--- src/ciur_pkg.sv ---
// ----------------------------------------------------------------------------
// ciur_pkg
// Shared types and constants for the chunked image upload receiver.
// ----------------------------------------------------------------------------
package ciur_pkg;

  // Field widths fixed by the interface
  localparam int unsigned CB_W  = 10;  // chunk size register
  localparam int unsigned ACC_W = 26;  // shared unit datapath (16 x 10 product)

  // Item kinds
  localparam logic [2:0] KIND_START      = 3'd0;
  localparam logic [2:0] KIND_ABORT      = 3'd1;
  localparam logic [2:0] KIND_DATA       = 3'd2;
  localparam logic [2:0] KIND_DISCONNECT = 3'd3;

  // Response codes
  localparam logic [1:0] RESP_NONE     = 2'd0;
  localparam logic [1:0] RESP_READY    = 2'd1;
  localparam logic [1:0] RESP_ERROR    = 2'd2;
  localparam logic [1:0] RESP_COMPLETE = 2'd3;

  // Error codes
  localparam logic [2:0] ERR_NONE        = 3'd0;
  localparam logic [2:0] ERR_BAD_SIZE    = 3'd1;
  localparam logic [2:0] ERR_BUSY        = 3'd2;
  localparam logic [2:0] ERR_NOT_STARTED = 3'd3;
  localparam logic [2:0] ERR_WRONG_INDEX = 3'd4;

  // Event codes
  localparam logic [1:0] EV_NONE     = 2'd0;
  localparam logic [1:0] EV_STARTED  = 2'd1;
  localparam logic [1:0] EV_ABORTED  = 2'd2;
  localparam logic [1:0] EV_COMPLETE = 2'd3;

  // Message length minimums and chunk size after reset
  localparam logic [CB_W-1:0] START_MIN_LEN = 10'd5;
  localparam logic [CB_W-1:0] DATA_MIN_LEN  = 10'd3;
  localparam logic [CB_W-1:0] CB_RESET      = 10'd240;

  // Shared unit operations
  localparam logic OP_MUL = 1'b0;
  localparam logic OP_DIV = 1'b1;

  // Request to the shared unit
  typedef struct packed {
    logic start;
    logic op;
  } unit_req_t;

endpackage

--- src/ciur_muldiv.sv ---
// ----------------------------------------------------------------------------
// ciur_muldiv
// Iterative multiply / divide around one shared adder-subtractor.
// Multiply is shift-and-add over the CB_W bits of the multiplier; divide is
// restoring, one quotient bit per cycle over DIV_STEPS bits.
// ----------------------------------------------------------------------------
module ciur_muldiv #(
  parameter int unsigned DIV_STEPS = 17
) (
  input  logic                           clk_i,
  input  logic                           rst_ni,
  input  ciur_pkg::unit_req_t            req_i,
  input  logic [ciur_pkg::ACC_W-1:0]     a_i,     // multiplicand or dividend
  input  logic [ciur_pkg::CB_W-1:0]      b_i,     // multiplier or divisor
  output logic                           done_o,
  output logic [ciur_pkg::ACC_W-1:0]     result_o
);

  localparam int unsigned AW        = ciur_pkg::ACC_W;
  localparam int unsigned STEPS_MAX = (DIV_STEPS > ciur_pkg::CB_W) ? DIV_STEPS
                                                                   : ciur_pkg::CB_W;
  localparam int unsigned CNT_W     = $clog2(STEPS_MAX + 1);
  localparam logic [AW-1:0] QUO_MASK = (AW'(1) << DIV_STEPS) - AW'(1);

  logic            busy_q, busy_d;
  logic            done_q, done_d;
  logic            op_q, op_d;
  logic [CNT_W-1:0] cnt_q, cnt_d;
  logic [AW-1:0]   x_q, x_d;   // accumulator / remainder
  logic [AW-1:0]   y_q, y_d;   // shifted multiplicand / divisor
  logic [AW-1:0]   z_q, z_d;   // multiplier / dividend-quotient shifter

  logic [AW-1:0]   add_x, add_y;
  logic            add_sub;
  logic [AW:0]     add_sum;

  // Shared adder: subtract for a divide step, add for a multiply step
  always_comb begin
    add_sub = (op_q == ciur_pkg::OP_DIV);
    if (add_sub) begin
      add_x = {x_q[AW-2:0], z_q[DIV_STEPS-1]};
      add_y = y_q;
    end else begin
      add_x = x_q;
      add_y = z_q[0] ? y_q : '0;
    end
    add_sum = {1'b0, add_x} + {1'b0, (add_sub ? ~add_y : add_y)} + (AW + 1)'(add_sub);
  end

  // Step sequencing
  always_comb begin
    busy_d = busy_q;
    done_d = 1'b0;
    op_d   = op_q;
    cnt_d  = cnt_q;
    x_d    = x_q;
    y_d    = y_q;
    z_d    = z_q;
    if (req_i.start) begin
      busy_d = 1'b1;
      op_d   = req_i.op;
      x_d    = '0;
      if (req_i.op == ciur_pkg::OP_DIV) begin
        cnt_d = CNT_W'(DIV_STEPS);
        y_d   = AW'(b_i);
        z_d   = a_i;
      end else begin
        cnt_d = CNT_W'(ciur_pkg::CB_W);
        y_d   = a_i;
        z_d   = AW'(b_i);
      end
    end else if (busy_q) begin
      cnt_d = cnt_q - CNT_W'(1);
      if (cnt_q == CNT_W'(1)) begin
        busy_d = 1'b0;
        done_d = 1'b1;
      end
      if (op_q == ciur_pkg::OP_DIV) begin
        // carry out set means the trial subtract did not borrow
        x_d = add_sum[AW] ? add_sum[AW-1:0] : add_x;
        z_d = {z_q[AW-2:0], add_sum[AW]};
      end else begin
        x_d = add_sum[AW-1:0];
        y_d = {y_q[AW-2:0], 1'b0};
        z_d = {1'b0, z_q[AW-1:1]};
      end
    end
  end

  always_ff @(posedge clk_i or negedge rst_ni) begin
    if (!rst_ni) begin
      busy_q <= 1'b0;
      done_q <= 1'b0;
      cnt_q  <= '0;
    end else begin
      busy_q <= busy_d;
      done_q <= done_d;
      cnt_q  <= cnt_d;
    end
  end

  always_ff @(posedge clk_i) begin
    op_q <= op_d;
    x_q  <= x_d;
    y_q  <= y_d;
    z_q  <= z_d;
  end

  assign done_o   = done_q;
  assign result_o = (op_q == ciur_pkg::OP_DIV) ? (z_q & QUO_MASK) : x_q;

  // Checks
  a_busy_cnt : assert property (@(posedge clk_i) disable iff (!rst_ni)
    busy_q |-> cnt_q != '0)
    else $error("muldiv busy with zero step count");
  a_done_idle : assert property (@(posedge clk_i) disable iff (!rst_ni)
    done_q |-> !busy_q)
    else $error("muldiv done while still busy");
  a_no_restart : assert property (@(posedge clk_i) disable iff (!rst_ni)
    req_i.start |-> !busy_q)
    else $error("muldiv started while busy");

endmodule

--- src/chunked_image_upload_receiver.sv ---
// ----------------------------------------------------------------------------
// chunked_image_upload_receiver
// Control block for a chunked image upload: start, abort, data chunk header,
// disconnect; one result item per input item.
// ----------------------------------------------------------------------------
// One item is worked on at a time; in_ready_o is high only between items. A
// start that opens an upload waits on the bit-serial divide in the shared
// multiply/divide unit. A data chunk in sequence takes 10 multiply steps for
// the byte offset, then the clamp and count steps. Every other item goes from
// decode straight to the emit step.
// The result sits in an output register, so a new item can be taken while
// the previous result waits; a finished item waits in its last step only if
// that register is still full.
module chunked_image_upload_receiver #(
  parameter int unsigned MAX_IMAGE_BYTES = 65536
) (
  input  logic        clk_i,
  input  logic        rst_ni,
  // configuration
  input  logic        cfg_we_i,
  input  logic [9:0]  cfg_wdata_i,
  // input items
  input  logic        in_valid_i,
  output logic        in_ready_o,
  input  logic [2:0]  kind_i,
  input  logic [9:0]  msg_length_i,
  input  logic [31:0] image_size_i,
  input  logic [15:0] chunk_index_i,
  input  logic        transfer_busy_i,
  input  logic        notify_enabled_i,
  // result items
  output logic        out_valid_o,
  input  logic        out_ready_i,
  output logic [1:0]  response_o,
  output logic [2:0]  error_code_o,
  output logic [9:0]  ready_chunk_bytes_o,
  output logic [15:0] chunk_total_o,
  output logic        write_enable_o,
  output logic [15:0] write_offset_o,
  output logic [9:0]  write_length_o,
  output logic        image_done_o,
  output logic [1:0]  event_res_o,
  output logic        receiving_o,
  output logic [16:0] bytes_received_o,
  output logic [15:0] chunks_accepted_o
);

  localparam int unsigned AW        = ciur_pkg::ACC_W;
  localparam int unsigned TW        = $clog2(MAX_IMAGE_BYTES + 1);
  localparam int unsigned DIV_STEPS = $clog2(MAX_IMAGE_BYTES + 1024);

  // Sequencer states
  localparam logic [2:0] S_IDLE   = 3'd0;
  localparam logic [2:0] S_DECODE = 3'd1;
  localparam logic [2:0] S_DIV    = 3'd2;
  localparam logic [2:0] S_MUL    = 3'd3;
  localparam logic [2:0] S_CLAMP  = 3'd4;
  localparam logic [2:0] S_COUNT  = 3'd5;
  localparam logic [2:0] S_EMIT   = 3'd6;

  logic [2:0]  state_q, state_d;
  logic [9:0]  chunk_bytes_q;
  logic [9:0]  cb;

  // latched item
  logic [2:0]  kind_q;
  logic [9:0]  mlen_q;
  logic [31:0] size_q;
  logic [15:0] cidx_q;
  logic        xfer_busy_q;
  logic        notify_q;

  // upload state
  logic          in_upload_q, in_upload_d;
  logic [TW-1:0] image_total_q, image_total_d;
  logic [TW-1:0] byte_count_q, byte_count_d;
  logic [15:0]   next_index_q, next_index_d;
  logic [15:0]   num_chunks_q, num_chunks_d;

  // scratch and staged result
  logic [AW-1:0] off_q, off_d;
  logic [9:0]    len_q, len_d;
  logic [1:0]    resp_q, resp_d;
  logic [2:0]    err_q, err_d;
  logic [9:0]    rdy_q, rdy_d;
  logic          wen_q, wen_d;
  logic [15:0]   woff_q, woff_d;
  logic          done_q, done_d;
  logic [1:0]    ev_q, ev_d;

  // output register
  logic        out_valid_q;
  logic [1:0]  o_resp_q;
  logic [2:0]  o_err_q;
  logic [9:0]  o_rdy_q;
  logic [15:0] o_ctot_q;
  logic        o_wen_q;
  logic [15:0] o_woff_q;
  logic [9:0]  o_wlen_q;
  logic        o_done_q;
  logic [1:0]  o_ev_q;
  logic        o_recv_q;
  logic [16:0] o_bytes_q;
  logic [15:0] o_chunks_q;

  logic                unit_done;
  logic [AW-1:0]       unit_res;
  logic [AW-1:0]       unit_a;
  ciur_pkg::unit_req_t unit_req;

  logic          accept;
  logic          slot_free;
  logic          emit;
  logic [AW-1:0] total_ext;
  logic [AW-1:0] remain;
  logic [AW-1:0] bc_sum;
  logic [9:0]    len_raw;
  logic [9:0]    len_clamp;
  logic [TW-1:0] bc_sat;
  logic [AW-1:0] bc_ext;

  assign cb        = (chunk_bytes_q == '0) ? 10'd1 : chunk_bytes_q;
  assign in_ready_o = (state_q == S_IDLE);
  assign accept    = in_valid_i && in_ready_o;
  assign slot_free = !out_valid_q || out_ready_i;
  assign emit      = (state_q == S_EMIT) && slot_free;

  // Data chunk clamp arithmetic
  assign total_ext = AW'(image_total_q);
  assign remain    = total_ext - off_q;
  assign len_raw   = mlen_q - 10'd2;
  always_comb begin
    if (off_q >= total_ext) begin
      len_clamp = '0;
    end else if (AW'(len_raw) > remain) begin
      len_clamp = remain[9:0];
    end else begin
      len_clamp = len_raw;
    end
  end

  // Byte count update, saturating at the image size
  assign bc_sum = AW'(byte_count_q) + AW'(len_q);
  assign bc_sat = (bc_sum > total_ext) ? image_total_q : bc_sum[TW-1:0];

  // Sequencer
  always_comb begin
    state_d       = state_q;
    in_upload_d   = in_upload_q;
    image_total_d = image_total_q;
    byte_count_d  = byte_count_q;
    next_index_d  = next_index_q;
    num_chunks_d  = num_chunks_q;
    off_d         = off_q;
    len_d         = len_q;
    resp_d        = resp_q;
    err_d         = err_q;
    rdy_d         = rdy_q;
    wen_d         = wen_q;
    woff_d        = woff_q;
    done_d        = done_q;
    ev_d          = ev_q;
    unit_req      = '{start: 1'b0, op: ciur_pkg::OP_MUL};
    unit_a        = AW'(cidx_q);

    case (state_q)
      S_IDLE: begin
        if (accept) begin
          state_d = S_DECODE;
          resp_d  = ciur_pkg::RESP_NONE;
          err_d   = ciur_pkg::ERR_NONE;
          rdy_d   = '0;
          wen_d   = 1'b0;
          woff_d  = '0;
          len_d   = '0;
          done_d  = 1'b0;
          ev_d    = ciur_pkg::EV_NONE;
        end
      end

      S_DECODE: begin
        state_d = S_EMIT;
        if (kind_q == ciur_pkg::KIND_START && mlen_q != '0) begin
          if (mlen_q < ciur_pkg::START_MIN_LEN) begin
            resp_d = ciur_pkg::RESP_ERROR;
            err_d  = ciur_pkg::ERR_BAD_SIZE;
          end else if (xfer_busy_q) begin
            resp_d = ciur_pkg::RESP_ERROR;
            err_d  = ciur_pkg::ERR_BUSY;
          end else if (size_q == '0 || size_q > 32'(MAX_IMAGE_BYTES)) begin
            resp_d = ciur_pkg::RESP_ERROR;
            err_d  = ciur_pkg::ERR_BAD_SIZE;
          end else begin
            // ceiling divide: (size + cb - 1) / cb
            unit_req = '{start: 1'b1, op: ciur_pkg::OP_DIV};
            unit_a   = AW'(size_q[TW-1:0]) + AW'(cb) - AW'(1);
            state_d  = S_DIV;
          end
        end else if (kind_q == ciur_pkg::KIND_ABORT && mlen_q != '0) begin
          if (in_upload_q) begin
            in_upload_d   = 1'b0;
            image_total_d = '0;
            byte_count_d  = '0;
            next_index_d  = '0;
            num_chunks_d  = '0;
            ev_d          = ciur_pkg::EV_ABORTED;
          end
        end else if (kind_q == ciur_pkg::KIND_DATA) begin
          if (!in_upload_q) begin
            resp_d = ciur_pkg::RESP_ERROR;
            err_d  = ciur_pkg::ERR_NOT_STARTED;
          end else if (mlen_q >= ciur_pkg::DATA_MIN_LEN) begin
            if (cidx_q != next_index_q) begin
              resp_d        = ciur_pkg::RESP_ERROR;
              err_d         = ciur_pkg::ERR_WRONG_INDEX;
              in_upload_d   = 1'b0;
              image_total_d = '0;
              byte_count_d  = '0;
              next_index_d  = '0;
              num_chunks_d  = '0;
            end else begin
              // byte offset = index * cb
              unit_req = '{start: 1'b1, op: ciur_pkg::OP_MUL};
              unit_a   = AW'(cidx_q);
              state_d  = S_MUL;
            end
          end
        end else if (kind_q == ciur_pkg::KIND_DISCONNECT) begin
          if (in_upload_q) begin
            in_upload_d   = 1'b0;
            image_total_d = '0;
            byte_count_d  = '0;
            next_index_d  = '0;
            num_chunks_d  = '0;
          end
        end
      end

      S_DIV: begin
        if (unit_done) begin
          in_upload_d   = 1'b1;
          image_total_d = size_q[TW-1:0];
          byte_count_d  = '0;
          next_index_d  = '0;
          num_chunks_d  = (|unit_res[AW-1:16]) ? 16'hFFFF : unit_res[15:0];
          resp_d        = ciur_pkg::RESP_READY;
          rdy_d         = cb;
          ev_d          = ciur_pkg::EV_STARTED;
          state_d       = S_EMIT;
        end
      end

      S_MUL: begin
        if (unit_done) begin
          off_d   = unit_res;
          state_d = S_CLAMP;
        end
      end

      S_CLAMP: begin
        len_d        = len_clamp;
        wen_d        = (len_clamp != '0);
        woff_d       = (len_clamp != '0) ? off_q[15:0] : 16'd0;
        next_index_d = next_index_q + 16'd1;
        state_d      = S_COUNT;
      end

      S_COUNT: begin
        byte_count_d = bc_sat;
        if (bc_sat >= image_total_q) begin
          resp_d      = ciur_pkg::RESP_COMPLETE;
          done_d      = 1'b1;
          ev_d        = ciur_pkg::EV_COMPLETE;
          in_upload_d = 1'b0;
        end
        state_d = S_EMIT;
      end

      S_EMIT: begin
        if (slot_free) begin
          state_d = S_IDLE;
        end
      end

      default: begin
        state_d = S_IDLE;
      end
    endcase
  end

  // Control state
  always_ff @(posedge clk_i or negedge rst_ni) begin
    if (!rst_ni) begin
      state_q       <= S_IDLE;
      chunk_bytes_q <= ciur_pkg::CB_RESET;
      in_upload_q   <= 1'b0;
      image_total_q <= '0;
      byte_count_q  <= '0;
      next_index_q  <= '0;
      num_chunks_q  <= '0;
      out_valid_q   <= 1'b0;
    end else begin
      state_q       <= state_d;
      in_upload_q   <= in_upload_d;
      image_total_q <= image_total_d;
      byte_count_q  <= byte_count_d;
      next_index_q  <= next_index_d;
      num_chunks_q  <= num_chunks_d;
      if (cfg_we_i) begin
        chunk_bytes_q <= cfg_wdata_i;
      end
      if (emit) begin
        out_valid_q <= 1'b1;
      end else if (out_ready_i) begin
        out_valid_q <= 1'b0;
      end
    end
  end

  // Item capture, scratch and staged result
  always_ff @(posedge clk_i) begin
    if (accept) begin
      kind_q      <= kind_i;
      mlen_q      <= msg_length_i;
      size_q      <= image_size_i;
      cidx_q      <= chunk_index_i;
      xfer_busy_q <= transfer_busy_i;
      notify_q    <= notify_enabled_i;
    end
    off_q  <= off_d;
    len_q  <= len_d;
    resp_q <= resp_d;
    err_q  <= err_d;
    rdy_q  <= rdy_d;
    wen_q  <= wen_d;
    woff_q <= woff_d;
    done_q <= done_d;
    ev_q   <= ev_d;
  end

  // Output register; responses are masked when notifications are off
  assign bc_ext = AW'(byte_count_q);
  always_ff @(posedge clk_i) begin
    if (emit) begin
      o_resp_q   <= notify_q ? resp_q : ciur_pkg::RESP_NONE;
      o_err_q    <= notify_q ? err_q : ciur_pkg::ERR_NONE;
      o_rdy_q    <= notify_q ? rdy_q : 10'd0;
      o_ctot_q   <= num_chunks_q;
      o_wen_q    <= wen_q;
      o_woff_q   <= woff_q;
      o_wlen_q   <= len_q;
      o_done_q   <= done_q;
      o_ev_q     <= ev_q;
      o_recv_q   <= in_upload_q;
      o_bytes_q  <= bc_ext[16:0];
      o_chunks_q <= next_index_q;
    end
  end

  assign out_valid_o         = out_valid_q;
  assign response_o          = o_resp_q;
  assign error_code_o        = o_err_q;
  assign ready_chunk_bytes_o = o_rdy_q;
  assign chunk_total_o       = o_ctot_q;
  assign write_enable_o      = o_wen_q;
  assign write_offset_o      = o_woff_q;
  assign write_length_o      = o_wlen_q;
  assign image_done_o        = o_done_q;
  assign event_res_o         = o_ev_q;
  assign receiving_o         = o_recv_q;
  assign bytes_received_o    = o_bytes_q;
  assign chunks_accepted_o   = o_chunks_q;

  // Shared multiply / divide unit
  ciur_muldiv #(
    .DIV_STEPS (DIV_STEPS)
  ) u_muldiv (
    .clk_i    (clk_i),
    .rst_ni   (rst_ni),
    .req_i    (unit_req),
    .a_i      (unit_a),
    .b_i      (cb),
    .done_o   (unit_done),
    .result_o (unit_res)
  );

  // Checks
  a_done_in_wait : assert property (@(posedge clk_i) disable iff (!rst_ni)
    unit_done |-> (state_q == S_DIV || state_q == S_MUL))
    else $error("unit finished outside a wait state");
  a_count_bound : assert property (@(posedge clk_i) disable iff (!rst_ni)
    byte_count_q <= image_total_q)
    else $error("byte count above image size");
  a_open_size : assert property (@(posedge clk_i) disable iff (!rst_ni)
    in_upload_q |-> image_total_q != '0)
    else $error("upload open with zero size");
  a_emit_loads : assert property (@(posedge clk_i) disable iff (!rst_ni)
    emit |=> out_valid_q && state_q == S_IDLE)
    else $error("result not loaded on emit");

endmodule

--- config.mk ---
export PLATFORM = sky130hd
export DESIGN_NAME = chunked_image_upload_receiver
export DESIGN_NICKNAME = d
export VERILOG_FILES = /design/src/ciur_pkg.sv /design/src/ciur_muldiv.sv /design/src/chunked_image_upload_receiver.sv
export SDC_FILE = /design/constraint.sdc
export NUM_CORES = 1
export LEC_CHECK = 0
export ABC_AREA = 1
export BUFFER_PORTS_ARGS = -buffer_cell sky130_fd_sc_hd__buf_2
export CAP_MARGIN = 20
export CORE_ASPECT_RATIO = 1.2
export CORE_MARGIN = 1
export CORE_UTILIZATION = 25
export CTS_CLUSTER_SIZE = 25
export DETAILED_ROUTE_END_ITERATION = 6
export HOLD_SLACK_MARGIN = 0.08
export PLACE_DENSITY_LB_ADDON = 0.25
export SLEW_MARGIN = 20
export SYNTH_ARGS = -nofsm -noshare
export SYNTH_HDL_FRONTEND = slang
export SYNTH_SLANG_ARGS = --single-unit
--- constraint.sdc ---
create_clock -name clk_i -period 7.09 [get_ports clk_i]
set_input_delay 1.418 -clock clk_i [delete_from_list [all_inputs] [get_ports clk_i]]
set_output_delay 1.418 -clock clk_i [all_outputs]
set_load 0.01 [all_outputs]
=== Yosys cells after proc, flatten, opt, wreduce, memory -nomap -nowiden ===
Cells that the tools add are included.

* Register bits: 396
* Bits of input ports: 78
* Output and inout bits: 97
* Word-level logic and storage cells: 268

* $add $sub $neg: 9
* $lt $le $gt $ge: 7
* Equality and inequality tests: 29
* Multiplexer cells: 143
* Bitwise operators: 1
* Reduce and logical (&&, ||, !) cells: 37

{| class="wikitable"
|+ Operator list
! kind !! count
|-
| 2-to-1 mux 26 bit || 20
|-
| 2-to-1 mux 16 bit || 18
|-
| 2-to-1 mux 17 bit || 16
|-
| 2-to-1 mux 3 bit || 23
|-
| one-hot mux 16 bit (2 select lines) || 2
|-
| one-hot mux 17 bit (3 select lines) || 1
|-
| 2-to-1 mux 10 bit || 5
|-
| 2-to-1 mux 2 bit || 25
|-
| one-hot mux 16 bit (3 select lines) || 1
|-
| one-hot mux 10 bit (2 select lines) || 2
|-
| adder 17 x 10 -> 18 bit || 2
|-
| AND reduction 7 bit || 5
|-
| one-hot mux 17 bit (2 select lines) || 1
|-
| > comparator 32 x 17 -> 1 bit (second input constant) || 1
|-
| logical NOT 32 bit || 1
|-
| adder 26 x 26 -> 27 bit || 1
|-
| adder 27 x 1 -> 27 bit || 1
|-
| >= comparator 26 x 17 -> 1 bit || 1
|-
| > comparator 10 x 26 -> 1 bit || 1
|-
| inverter 26 bit || 1
|-
| subtractor 17 x 26 -> 26 bit || 1
|-
| inequality test 4 bit (second input constant) || 6
|-
| one-hot mux 3 bit (7 select lines) || 1
|-
| nonzero test 10 bit || 2
|-
| 37 further kinds || 88
|}

=== Logic depth before layout (Yosys ltp) ===
* Depth in word-level cells: 11
* Gate-level depth with buffers: 38
* Depth with buffers taken out: 37

=== Cells and area by module ===
From an unflattened synthesis, not the netlist that was laid out.

* Cells, all modules: 2839
* Area, all modules: 23736.5 µm²

{| class="wikitable"
|+ By module, submodules not included
! module !! times used !! cells an instance !! area each (µm²) !! sequential area each (µm²)
|-
| chunked_image_upload_receiver || 1 || 1804 || 16724.8 || 8908.5
|-
| ciur_muldiv || 1 || 1035 || 7011.7 || 2287.2
|}

=== Worst setup path before layout ===
OpenSTA, ideal clock, no wires.

* Path type: input -> register
* Start point: input port out_ready_i
* End point: register o_bytes_q[0] (netlist: bytes_received_o[0]), enable pin
* Arrival: 5.407 ns
* Data required time: 6.541 ns
* Setup slack: 1.134 ns
* Cell stages on the path: 2
* Path buffers: 0
* Cell sequence: nor2_1 nor2_1

* Cells in the longest elaborated chain, start to end: 2

{| class="wikitable"
|+ RTL lines
! what !! line !! RTL
|-
| start, declared || chunked_image_upload_receiver.sv:33 || <nowiki>input logic out_ready_i,</nowiki>
|-
| logical OR 1 bit || chunked_image_upload_receiver.sv:125 || <nowiki>assign slot_free = !out_valid_q || out_ready_i;</nowiki>
|-
| logical AND 1 bit || chunked_image_upload_receiver.sv:126 || <nowiki>assign emit = (state_q == S_EMIT) && slot_free;</nowiki>
|-
| via emit || chunked_image_upload_receiver.sv:113 || <nowiki>logic emit;</nowiki>
|-
| end signal, assigned || chunked_image_upload_receiver.sv:355 || <nowiki>o_bytes_q <= bc_ext[16:0];</nowiki>
|-
| end, declared || chunked_image_upload_receiver.sv:103 || <nowiki>logic [16:0] o_bytes_q;</nowiki>
|}

The timed path passes the listed nets, and every way through them passes these cells.
A chain may end at the register's enable or synchronous reset.

=== Worst setup path after layout ===
* Start point: register byte_count_q[0]
* End point: register resp_q[1], enable pin

* Cells in the longest elaborated chain, start to end: 6

{| class="wikitable"
|+ RTL lines
! what !! line !! RTL
|-
| start, declared || chunked_image_upload_receiver.sv:76 || <nowiki>logic [TW-1:0] byte_count_q, byte_count_d;</nowiki>
|-
| start signal, assigned || chunked_image_upload_receiver.sv:306 || <nowiki>byte_count_q <= byte_count_d;</nowiki>
|-
| adder 17 x 10 -> 18 bit * || chunked_image_upload_receiver.sv:143 || <nowiki>assign bc_sum = AW'(byte_count_q) + AW'(len_q);</nowiki>
|-
| > comparator 18 x 17 -> 1 bit || chunked_image_upload_receiver.sv:144 || <nowiki>assign bc_sat = (bc_sum > total_ext) ? image_total_q : bc_sum[TW-1:0];</nowiki>
|-
| 2-to-1 mux 17 bit * || chunked_image_upload_receiver.sv:144 ||
|-
| >= comparator 17 bit * || chunked_image_upload_receiver.sv:270 || <nowiki>if (bc_sat >= image_total_q) begin</nowiki>
|-
| inequality test 2 bit (no source line) * || -- ||
|-
| AND reduction 9 bit (no source line) * || -- ||
|-
| end signal, assigned || chunked_image_upload_receiver.sv:332 || <nowiki>resp_q <= resp_d;</nowiki>
|-
| end, declared || chunked_image_upload_receiver.sv:83 || <nowiki>logic [1:0] resp_q, resp_d;</nowiki>
|}

Every way passes the cells marked *; elsewhere a longest branch is shown, timed or not.

==> results.md <==
Route:
- The vias after detailed routing is 17000.
- The final wirelength is 66600 um.
- Using the TritonRoute via totals, the vias-per-cell ratio works out to 4.48.
- The first detailed-routing pass took 5 iterations.
- In this run the remaining antenna-violating nets after routing total 0.
- After detailed routing, the average wire length per cell comes to 17.5 um.
- The number of remaining DRC errors is 0.
- The detailed router finished its first iteration with 1040 violations.

Logic synthesis:
- Counting flops with an async set or reset pin after synthesis yields a share of 0.222.
- The total standard cell area after synthesis is 22000 um2.
- In this run, synthesis produced a sequential element count of 396.
- Counting every instance in the synthesized netlist gives 2439.
- A synthesized cell averages 9.01 um2.
- After synthesis, the largest family of logic cells by area is simple AND/OR/NAND/NOR gates.
- The count of cell types in the netlist is 63.
- The leading area contributor after synthesis is sky130_fd_sc_hd__edfxtp_1.
- Of the total synthesized cell area, the portion taken by XOR and XNOR cells is 0.0287.
- The share of synthesized area in the top cell type comes to 0.386.
- Sorting the synthesized cells by area gives the leading types as sky130_fd_sc_hd__edfxtp_1 39%, sky130_fd_sc_hd__dfrtp_1 9.6%, sky130_fd_sc_hd__nand2_1 8.2%, sky130_fd_sc_hd__ha_1 7.5%, sky130_fd_sc_hd__inv_1 6.7%.
- The adder and majority cell fraction of the synthesized area is 0.0783.
- The area fraction in compound gates after synthesis came to 0.126.
- Measured against the total synthesized area, the mux share comes to 0.000513.
- The synthesized design contains 282 enable-type register cells.
- The most used flip-flop cell after synthesis is sky130_fd_sc_hd__edfxtp_1.
- The share of synthesized area occupied by flip-flops and latches is 0.510.
- Synthesis produced a netlist with a net count of 2652.
- The number of warnings reported in the yosys synthesis log is 0.
- The simple-gate share of the synthesized area is 0.175.

Clock tree:
- After clock tree synthesis, the setup repair step added 0 buffers.
- Hold repair after CTS inserted 0 buffers.
- The later-pin clock latency in the skew report is 0.61 ns.
- The number of buffers created by CTS is 47.
- For this design, the sink count on the clock tree is 396.
- Clock-pin slew was measured on the worst setup and hold paths at 0.06 ns.
- The count of instances resized after the clock tree is built is 0.
- The CTS tree is built.
- The maximum clock path buffer count is 3.
- The CTS H-tree depth is 2.
- The root buffer cell is sky130_fd_sc_hd__clkbuf_16.

Hold path:
- The worst hold path belongs to the class flip-flop to flip-flop.
- The terminating pin of the worst hold path is write_offset_o[9]$_DFFE_PP_.
- The instance count along the most critical hold path is 0.
- The launch instance of the worst min-delay path is woff_q[9]$_SDFFCE_PN0P_.

Power and ir drop:
- The combinational group share of total power is 0.262.
- Of the total power, the clock network draws 0.329.
- For this design the static power due to leakage is 11.1 nW.
- The internal cell power is 5.12 mW.
- The proportion of total power due to net switching is 0.333.
- The fraction of power consumed by sequential logic is 0.409.
- The net load switching power is 2.56 mW.
- Dividing total power by cell area gives a power density of 298 nW/um2.
- VDD sags by at most 234 uV.

Die:
- The die is 273 um wide.
- In this run the standard cell core region covers 86700 um2.
- The I/O pin count is 175.
- The floorplan step defined a die boundary enclosing 89000 um2.
- In this run the core area contains 118 standard-cell rows.
- The initial utilization of the core area, before any placement, comes to 0.253.
- The chip height is 327 um.

STA:
- Setup violations remaining at the end of the flow were counted as 0.
- The ratio of final minimum period to clock period is 0.904.
- The clock arrives with 0.0212 ns of skew.
- The highest attainable clock frequency is 156 MHz.
- Measured against its own limit, the worst slew margin works out to 0.324.
- The clock period could shrink to 6.41 ns.
- The count of final max-slew check failures is 0.
- The hold violation total from the final report is 0.
- The setup TNS after final layout is 0 ns.
- At the pin with the least slew margin, the transition time is 1.01 ns.
- On the final layout, the worst hold slack is 0.418 ns.
- Setup repair after global routing left no endpoint under its margin.

GRT:
- The number of antenna violations at the first check in global routing is 2.
- The overall fraction of global-route tracks in use is 0.149.
- The maximum number of pins on one net before global-route repair is 70.
- The first-pass GRT wire length is 102000 um.
- The number of global-route vias before repair was 17100.
- Summed over all layers, the global routing overflow is 0.

Critical path:
- The cell type with the highest occurrence count on the critical path is sky130_fd_sc_hd__nand2_1.
- STA classifies the critical path startpoint as a flip-flop.
- The worst-path cell with the longest stage delay is sky130_fd_sc_hd__inv_1.
- The maximum cell stage delay along the critical path is 0.42 ns.
- STA classifies the critical path endpoint as a flip-flop.
- The endpoint arrival time on the critical path is 6.66 ns.
- Of all nets on the critical path, the largest fanout is 20.
- The worst register-to-register path has a depth of 31.
- The worst reg2reg path startpoint is byte_count_q[0]$_DFFE_PN0P_.
- The register-to-register setup slack is 0.68 ns.
- In this run the critical register-to-register path is captured at resp_q[1]$_DFFE_PP_.
- The required time of the critical path is 7.34 ns.
- The category of the critical setup timing path is flip-flop to flip-flop.

Cells and area:
- After routing the design area is 25800 um2.
- The relative area change from synthesis to final layout is 17.5%.
- In the final layout, the share of cells above drive strength 1 is 0.129.
- The number of antenna repair diodes is 0.
- Once layout is complete, the utilization of the core stands at 0.298.
- The number of nets in the layout is 2835.
- The filler cells instantiated in the layout total 9202.

Placed design:
- Buffers placed on the I/O ports in this run total 174.
- The total cell area at the placement stage is 24200 um2.
- The detailed placer's ending HPWL is 51500 um.
- At the end of routability-driven placement, the weighted congestion stood at 0.901.

Status:
- The flow ran to the end, and the final reports show no timing, DRC or antenna violations.

Job:
- Max-cap violations in this run came to 0.
## worst max-delay path, delay by kind of cell (launching register included)
kind | cells | cell delay, ns
adder cells (fa/ha/maj) | 4 | 1.06
flip-flops | 1 | 0.40
AO/OA/AOI/OAI | 9 | 2.01
XOR/XNOR | 1 | 0.15
AND/OR/NAND/NOR | 14 | 1.88
buffers and inverters | 3 | 0.54
## layer usage
layer  wire length, um  up-vias  GRT usage  part of all wire
met5                13        -          0           0.00020
met4              1660        2     0.0426             0.025
met3              2370       79     0.0209             0.036
met2             33200      291      0.266              0.50
met1             29400     8040      0.186              0.44
li1                  -     8616          -                 -
## per-stage QoR
step                      total power, mW  std cells  setup slack, ns
final                                7.68       3801            0.681
after global routing                 8.14       3801           0.0696
after CTS                            7.80       3801            0.728
after detailed placement             5.22       3713            0.755
after global placement               5.22       3713            0.832
after floorplan                      4.46       2439             1.13
## cell usage after synthesis, types with 39 or more instances
| cell type | instances |
|---|---|
| sky130_fd_sc_hd__a21oi_1 | 105 |
| sky130_fd_sc_hd__clkbuf_1 | 43 |
| sky130_fd_sc_hd__dfrtp_1 | 84 |
| sky130_fd_sc_hd__edfxtp_1 | 282 |
| sky130_fd_sc_hd__ha_1 | 131 |
| sky130_fd_sc_hd__inv_1 | 393 |
| sky130_fd_sc_hd__nand2_1 | 479 |
| sky130_fd_sc_hd__nand3_1 | 81 |
| sky130_fd_sc_hd__nand4_1 | 41 |
| sky130_fd_sc_hd__nor2_1 | 195 |
| sky130_fd_sc_hd__o21ai_0 | 186 |
| sky130_fd_sc_hd__o22ai_1 | 59 |
| sky130_fd_sc_hd__xnor2_1 | 39 |
## power by group through the flow
stage                     Clock [mW]  Sequential, mW  Combinational (mW)
final                           2.53            3.14                2.01
after global routing            2.69            3.18                2.27
after CTS                       2.61            3.15                2.04
after detailed placement           0            3.20                2.02
after global placement             0            3.19                2.02
after floorplan                    0            3.24                1.21
## final cells by class
cell class	instances	area, um2	area share
flip-flops and latches	396	11200	0.434
multi-input cells	1579	9020	0.350
inverters	402	1510	0.0585
well taps	1140	1430	0.0553
clock buffers	65	1290	0.0502
repair buffers	196	1040	0.0403
clock inverters	23	314	0.0122
## worst max path at each step
stage	from	end	slack (ns)	depth (start not counted)
final	byte_count_q[0]$_DFFE_PN0P_	resp_q[1]$_DFFE_PP_	0.68	31
after global routing	byte_count_q[0]$_DFFE_PN0P_	resp_q[1]$_DFFE_PP_	0.07	31
after CTS	byte_count_q[0]$_DFFE_PN0P_	resp_q[1]$_DFFE_PP_	0.73	31
after detailed placement	byte_count_q[0]$_DFFE_PN0P_	resp_q[0]$_DFFE_PP_	0.75	31
after global placement	byte_count_q[0]$_DFFE_PN0P_	resp_q[0]$_DFFE_PP_	0.83	31
after floorplan	out_ready_i	bytes_received_o[0]$_DFFE_PP_	1.13	2
## flip-flops by register name, indices dropped and copies added, names as in the netlist, 16 cells and up
| signal | cells |
|---|---|
| byte_count_q | 17 |
| bytes_received_o | 17 |
| chunk_total_o | 16 |
| chunks_accepted_o | 16 |
| cidx_q | 16 |
| image_total_q | 17 |
| next_index_q | 16 |
| num_chunks_q | 16 |
| off_q | 26 |
| size_q | 32 |
| u_muldiv.x_q | 26 |
| u_muldiv.y_q | 26 |
| u_muldiv.z_q | 26 |
| woff_q | 16 |
| write_offset_o | 16 |
## cells by family (layout without fill, tap and decap cells)
| family | count (synthesis) | count (layout) |
|---|---|---|
| AND/OR/NAND/NOR | 899 | 899 |
| AO/OA/AOI/OAI | 472 | 472 |
| buffers and inverters | 464 | 686 |
| flip-flops | 396 | 396 |
| adder cells (fa/ha/maj) | 135 | 135 |
| XOR/XNOR | 72 | 72 |
| multiplexers | 1 | 1 |
## layout by cell type (no fill, tap or decap), types with 6 or more instances in the layout
master	synthesis	layout
sky130_fd_sc_hd__a211oi_1	6	6
sky130_fd_sc_hd__a21boi_0	18	18
sky130_fd_sc_hd__a21o_1	7	7
sky130_fd_sc_hd__a21oi_1	105	103
sky130_fd_sc_hd__a31oi_1	10	10
sky130_fd_sc_hd__buf_2	12	173
sky130_fd_sc_hd__buf_4	2	23
sky130_fd_sc_hd__bufinv_16	0	6
sky130_fd_sc_hd__clkbuf_1	43	14
sky130_fd_sc_hd__clkbuf_16	0	48
sky130_fd_sc_hd__clkinv_1	2	6
sky130_fd_sc_hd__clkinv_2	0	6
sky130_fd_sc_hd__dfrtp_1	84	84
sky130_fd_sc_hd__dfxtp_1	26	26
sky130_fd_sc_hd__edfxtp_1	282	282
sky130_fd_sc_hd__ha_1	131	131
sky130_fd_sc_hd__inv_1	393	393
sky130_fd_sc_hd__inv_2	7	7
sky130_fd_sc_hd__nand2_1	479	479
sky130_fd_sc_hd__nand2_2	12	12
sky130_fd_sc_hd__nand3_1	81	81
sky130_fd_sc_hd__nand4_1	41	41
sky130_fd_sc_hd__nor2_1	195	190
sky130_fd_sc_hd__nor2_2	23	26
sky130_fd_sc_hd__nor3_1	27	27
sky130_fd_sc_hd__nor4_1	14	13
sky130_fd_sc_hd__o211ai_1	20	20
sky130_fd_sc_hd__o21ai_0	186	185
sky130_fd_sc_hd__o21bai_1	13	13
sky130_fd_sc_hd__o221ai_1	23	23
sky130_fd_sc_hd__o22ai_1	59	59
sky130_fd_sc_hd__or2_2	6	6
sky130_fd_sc_hd__xnor2_1	39	39
sky130_fd_sc_hd__xor2_1	33	33
(Power assumes the default switching activity.)
